==> src/rtl/team_grouped_queue_macros.svh <==
// Assertion macros shared by the team queue RTL.
// Needs clk and rst_n in the scope where the macros are used.
`ifndef TEAM_GROUPED_QUEUE_MACROS_SVH
`define TEAM_GROUPED_QUEUE_MACROS_SVH

// Same-cycle implication, disabled during reset.
`define TGQ_ASSERT_NOW(label, ante, cons, msg) \
    label: assert property (@(posedge clk) disable iff (!rst_n) (ante) |-> (cons)) \
        else $error(msg);

// Next-cycle implication, disabled during reset.
`define TGQ_ASSERT_NEXT(label, ante, cons, msg) \
    label: assert property (@(posedge clk) disable iff (!rst_n) (ante) |=> (cons)) \
        else $error(msg);

`endif

==> src/rtl/tgq_pkg.sv <==
// Types and constants of the team queue.
// No dependencies; imported by every module of the block.
`timescale 1ns / 1ps

package tgq_pkg;

    // Fixed field widths
    localparam int TEAM_W = 10;
    localparam int OCC_W  = 11;

    // Command codes
    typedef enum logic {
        CMD_ENQ = 1'b0,
        CMD_DEQ = 1'b1
    } command_t;

    // Result status codes
    typedef enum logic [1:0] {
        ST_ENQ   = 2'd0,
        ST_DEQ   = 2'd1,
        ST_EMPTY = 2'd2,
        ST_FULL  = 2'd3
    } status_t;

endpackage

==> src/rtl/tgq_team_index.sv <==
// Maps a team number to its slot in the last-member table (team mod TEAMS).
// Depends on tgq_pkg. Quotient by reciprocal multiply in the load cycle,
// remainder from the registered quotient in the following cycle.
`timescale 1ns / 1ps

module tgq_team_index
    import tgq_pkg::*;
#(
    parameter int TEAMS = 1024,
    parameter int TIW   = 10
)
(
    input  logic              clk,
    input  logic              load,
    input  logic [TEAM_W-1:0] team_in,
    output logic [TIW-1:0]    slot
);

    // ceil(2^SHIFT / TEAMS); exact quotient for every team below 2^TEAM_W
    localparam int SHIFT  = 22;
    localparam int RECIP  = ((1 << SHIFT) + TEAMS - 1) / TEAMS;
    localparam int PROD_W = TEAM_W + SHIFT + 2;

    logic [TEAM_W-1:0] team_reg;
    logic [TEAM_W-1:0] quot_reg;
    logic [PROD_W-1:0] prod;
    logic [TEAM_W-1:0] rem;

    assign prod = PROD_W'(team_in) * PROD_W'(RECIP);

    // Capture team and quotient
    always_ff @(posedge clk)
    begin
        if (load)
        begin
            team_reg <= team_in;
            quot_reg <= TEAM_W'(prod >> SHIFT);
        end
    end

    // Remainder from the registered quotient
    assign rem  = team_reg - TEAM_W'(quot_reg * TEAMS);
    assign slot = TIW'(rem);

endmodule

==> config.mk <==
export PLATFORM = sky130hd
export DESIGN_NAME = tgq_team_index
export DESIGN_NICKNAME = d
export VERILOG_FILES = /design/src/rtl/team_grouped_queue_macros.svh /design/src/rtl/tgq_pkg.sv /design/src/rtl/tgq_team_index.sv
export SDC_FILE = /design/constraint.sdc
export NUM_CORES = 1
export LEC_CHECK = 0
export BUFFER_PORTS_ARGS = -buffer_cell sky130_fd_sc_hd__buf_2
export CORE_AREA = 3 3 40 42
export CTS_BUF_LIST = sky130_fd_sc_hd__clkbuf_2 sky130_fd_sc_hd__clkbuf_4 sky130_fd_sc_hd__clkbuf_8
export DETAILED_ROUTE_END_ITERATION = 6
export DIE_AREA = 0 0 43 45
export PLACE_DENSITY_LB_ADDON = 0.25
export SYNTH_ARGS = -nofsm -noshare
export SYNTH_HDL_FRONTEND = slang
export SYNTH_SLANG_ARGS = --single-unit
==> constraint.sdc <==
create_clock -name clk -period 0.8 [get_ports clk]
set_input_delay 0.24 -clock clk [delete_from_list [all_inputs] [get_ports clk]]
set_output_delay 0.24 -clock clk [all_outputs]
set_load 0.03 [all_outputs]
# Word-level counts from Yosys, hierarchy flattened
# Index checks and enable logic that the tools add are counted.
# totals
reg_bits	10
mem_bits_rw	0
word_cells	1
latchBits	0
memories	0
rom_bits	0
output_inout_bits	10
# classes
muxes	0
n_reduce_logical	0
div	0
n_lt_le_gt_ge	0
n_addsub	0
multipliers	0
shifts	0
bitwise_logic	0
n_eq_ne	0

# Logic depth before layout (Yosys ltp)
# depth
ltp_word	0
ltp_mapped	0
mapped_depth_nobuf	0

# Least setup slack after synthesis
# OpenSTA, ideal clock, no wires.
# synth_timing
kind	register to output
startpoint	register team_reg[0]
endpoint	output port slot[0]
arrival_ns	0.496
path_stages_with_launch	1
required_ns	0.560
path_slack_ns	0.064
cell_sequence	edfxtp_1
# synth_lines
item	line_no	rtl
start, declared	tgq_team_index.sv:24	logic [TEAM_W-1:0] team_reg;
start signal, assigned	tgq_team_index.sv:36	team_reg <= team_in;
end, declared	tgq_team_index.sv:16	output logic [TIW-1:0] slot
# No word-level cell between the ends.

# Worst setup path after layout
# layout_timing
startpoint	register team_reg[0]
endpoint	output port slot[0]
# No word-level cell between the ends.

==> flow_metrics.py <==
metrics = {
    "finish": {
        "utilization": 0.3992,
        "final_cell_mix": "11 x buf_2, 10 x buf_6, 10 x edfxtp_1",
        "syn_to_final_growth_pct": 70.83,
        "largest_reg_flops": 10,
        "fin_area_um2": 513.0,
        "multi_input_area_um2": 0,
        "final_common_cell": "buf_2",
        "drive_gt1_frac": 0.6857,
        "regArea_um2": 300.3,
        "final_nets": 48,
        "multi_input_cells": 0,
        "fillCellCount": 130,
        "antenna_cells": 0,
    },
    "pwr": {
        "total_leakage_power_nw": 0.2170,
        "p_total_mw": 1.186,
        "ir_drop_v": 0.0007997,
        "power_density_nw_per_um2": 2312,
    },
    "status": {
        "outcome": "complete, but fails checks",
        "violations": "negative setup slack",
    },
    "timing": {
        "rsz0062_at_grt": "true",
        "fin_crit_sh": 1.299,
        "clock.fmax_mhz": 962.0,
        "worst_slack_ns": -0.2395,
        "drv_slew": 0,
        "hold_viol_final": 0,
        "setup_viol": 10,
        "worst_pin_slew_ns": 0.2148,
        "slew_headroom": 0.8568,
        "post-route-min-period_ns": 1.039,
    },
    "synthesis": {
        "yosysSeqAreaShare": 1.000,
        "ys_types": 1,
        "ys_seq_elements": 10,
        "synth_top_cell_area_share": 1.000,
        "yosysWarnings": 0,
        "netlist_top_cells_area": "edfxtp_1 100%",
        "yosys.area.top_type": "edfxtp_1",
        "synth_cells": 10,
        "syn_area_per_cell_um2": 30.03,
        "syn_nets": 22,
        "synth.cell_area_um2": 300.3,
    },
    "critical_path": {
        "worst-setup-path-type": "flip-flop to primary output",
        "crit_cells": 1,
        "cp.required_ns": 0.56,
        "setup.worst_path.start": "team_reg[0]$_DFFE_PP_",
        "path_buf_inv": 1,
        "arrival_ns": 0.80,
        "critPathSlowestCell": "edfxtp_1",
        "critical_path.top_delay_family": "flip-flops",
        "cp_max_fo": 1,
        "crit_end": "slot[0]",
        "cp-end-kind": "primary output",
        "crit_path_start_kind": "flip-flop",
        "cpPeakStageDelay_ns": 0.38,
        "path_cells": "buf_6",
    },
    "routing": {
        "ant_nets": 0,
        "dr.pass1.iters": 1,
        "num_vias": 191,
        "drt_iter0_markers": 0,
        "drt-total-wl_um": 497,
        "wl_per_cell_um": 9.940,
        "drcViolationCount": 0,
        "viasPerCell": 3.820,
    },
    "cts": {
        "cts_tree": "yes",
        "cts.clk_slew.worst_paths_ns": 0.06,
        "cts-root-buf": "clkbuf_4",
        "clockBufferDepth": 2,
        "cts_setup_buffers": 0,
        "clock_sinks": 10,
        "cts_buffers": 3,
        "htreeDepth": 1,
    },
    "floorplanning": {
        "initial_core_util": 0.2337,
        "pin_count": 22,
        "die_h_um": 45,
        "core_um2": 1285,
        "dieWidth_um": 43,
        "dieArea_um2": 1935,
        "num_rows": 13,
    },
    "min_path": {
        "hp-class": "input pin to flip-flop",
        "hp-start": "team_in[0]",
    },
    "global_routing": {
        "grt_first_pass_wirelength_um": 717,
        "overflow": 0,
        "grt_pass1_vias": 175,
        "antenna_found_initial": 0,
        "grt_max_degree": 11,
        "grt_usage": 0.06277,
    },
    "placed_design": {
        "place_congestion": 0.5215,
        "port_buffers": 21,
        "dpl-instance-area_um2": 424.2,
    },
    "flow_run": {
        "cap_violations": 0,
    },
}
==> stage by stage <==
| stage | hold slack, ns | std cells | TNS [ns] | setup WS (ns) |
|---|---|---|---|---|
| 2_1_floorplan | 0.3389 | 10 | 0 | 0.06443 |
| 3_3_place_gp | 0.4167 | 46 | 0 | 0.02214 |
| 5_1_grt | 0.1169 | 50 | -2.775 | -0.2894 |
| 4_1_cts | 0.1338 | 50 | -2.495 | -0.2632 |
| 3_5_place_dp | 0.4181 | 46 | 0 | 0.01958 |
| 6_report | 0.1449 | 50 | -2.328 | -0.2395 |
==> cell families (layout without fill, tap and decap cells) <==
logic type / count (synthesis) / count (layout) / synth area share
flops: 10 / 10 / 1.000
buf+inv: 0 / 25 / 0
==> synth_stat cells, drive strengths merged <==
master	instances
edfxtp	10
==> routing by layer <==
metal | up-vias | share of wire | wire length (µm) | global-route usage
met5 | - | 0 | 0 | 0
met4 | 0 | 0.038 | 19 | 0.07229
met3 | 2 | 0.13 | 65 | 0.05976
met2 | 15 | 0.47 | 236 | 0.08383
met1 | 85 | 0.35 | 175 | 0.04835
li1 | 89 | - | - | -
==> report_power, final <==
part           internal (mW)  switching, mW
clock network          0.180          0.167
logic                 0.0905          0.108
registers              0.624         0.0172
==> repair_timing <==
item                       in CTS  in global routing
setup endpoints to repair      10                 10
hold buffers                    0                  0
gates resized for setup        20                  0
==> worst min path at each step <==
stage | cells after the start | slack [ns] | to
after global placement | 1 | 0.42 | team_reg[3]$_DFFE_PP_
after floorplan | 0 | 0.34 | team_reg[0]$_DFFE_PP_
after CTS | 1 | 0.13 | team_reg[0]$_DFFE_PP_
after global routing | 1 | 0.12 | team_reg[5]$_DFFE_PP_
final | 1 | 0.14 | team_reg[0]$_DFFE_PP_
after detailed placement | 1 | 0.42 | team_reg[8]$_DFFE_PP_
==> area by class of cell <==
type                  instances  share of cell area
Tap cell                     15             0.03659
Clock inverter                1            0.007317
Sequential cell              10              0.5854
Timing Repair Buffer         21              0.3268
Clock buffer                  3             0.04390
Note: power is estimated with default switching activity, not from simulation.
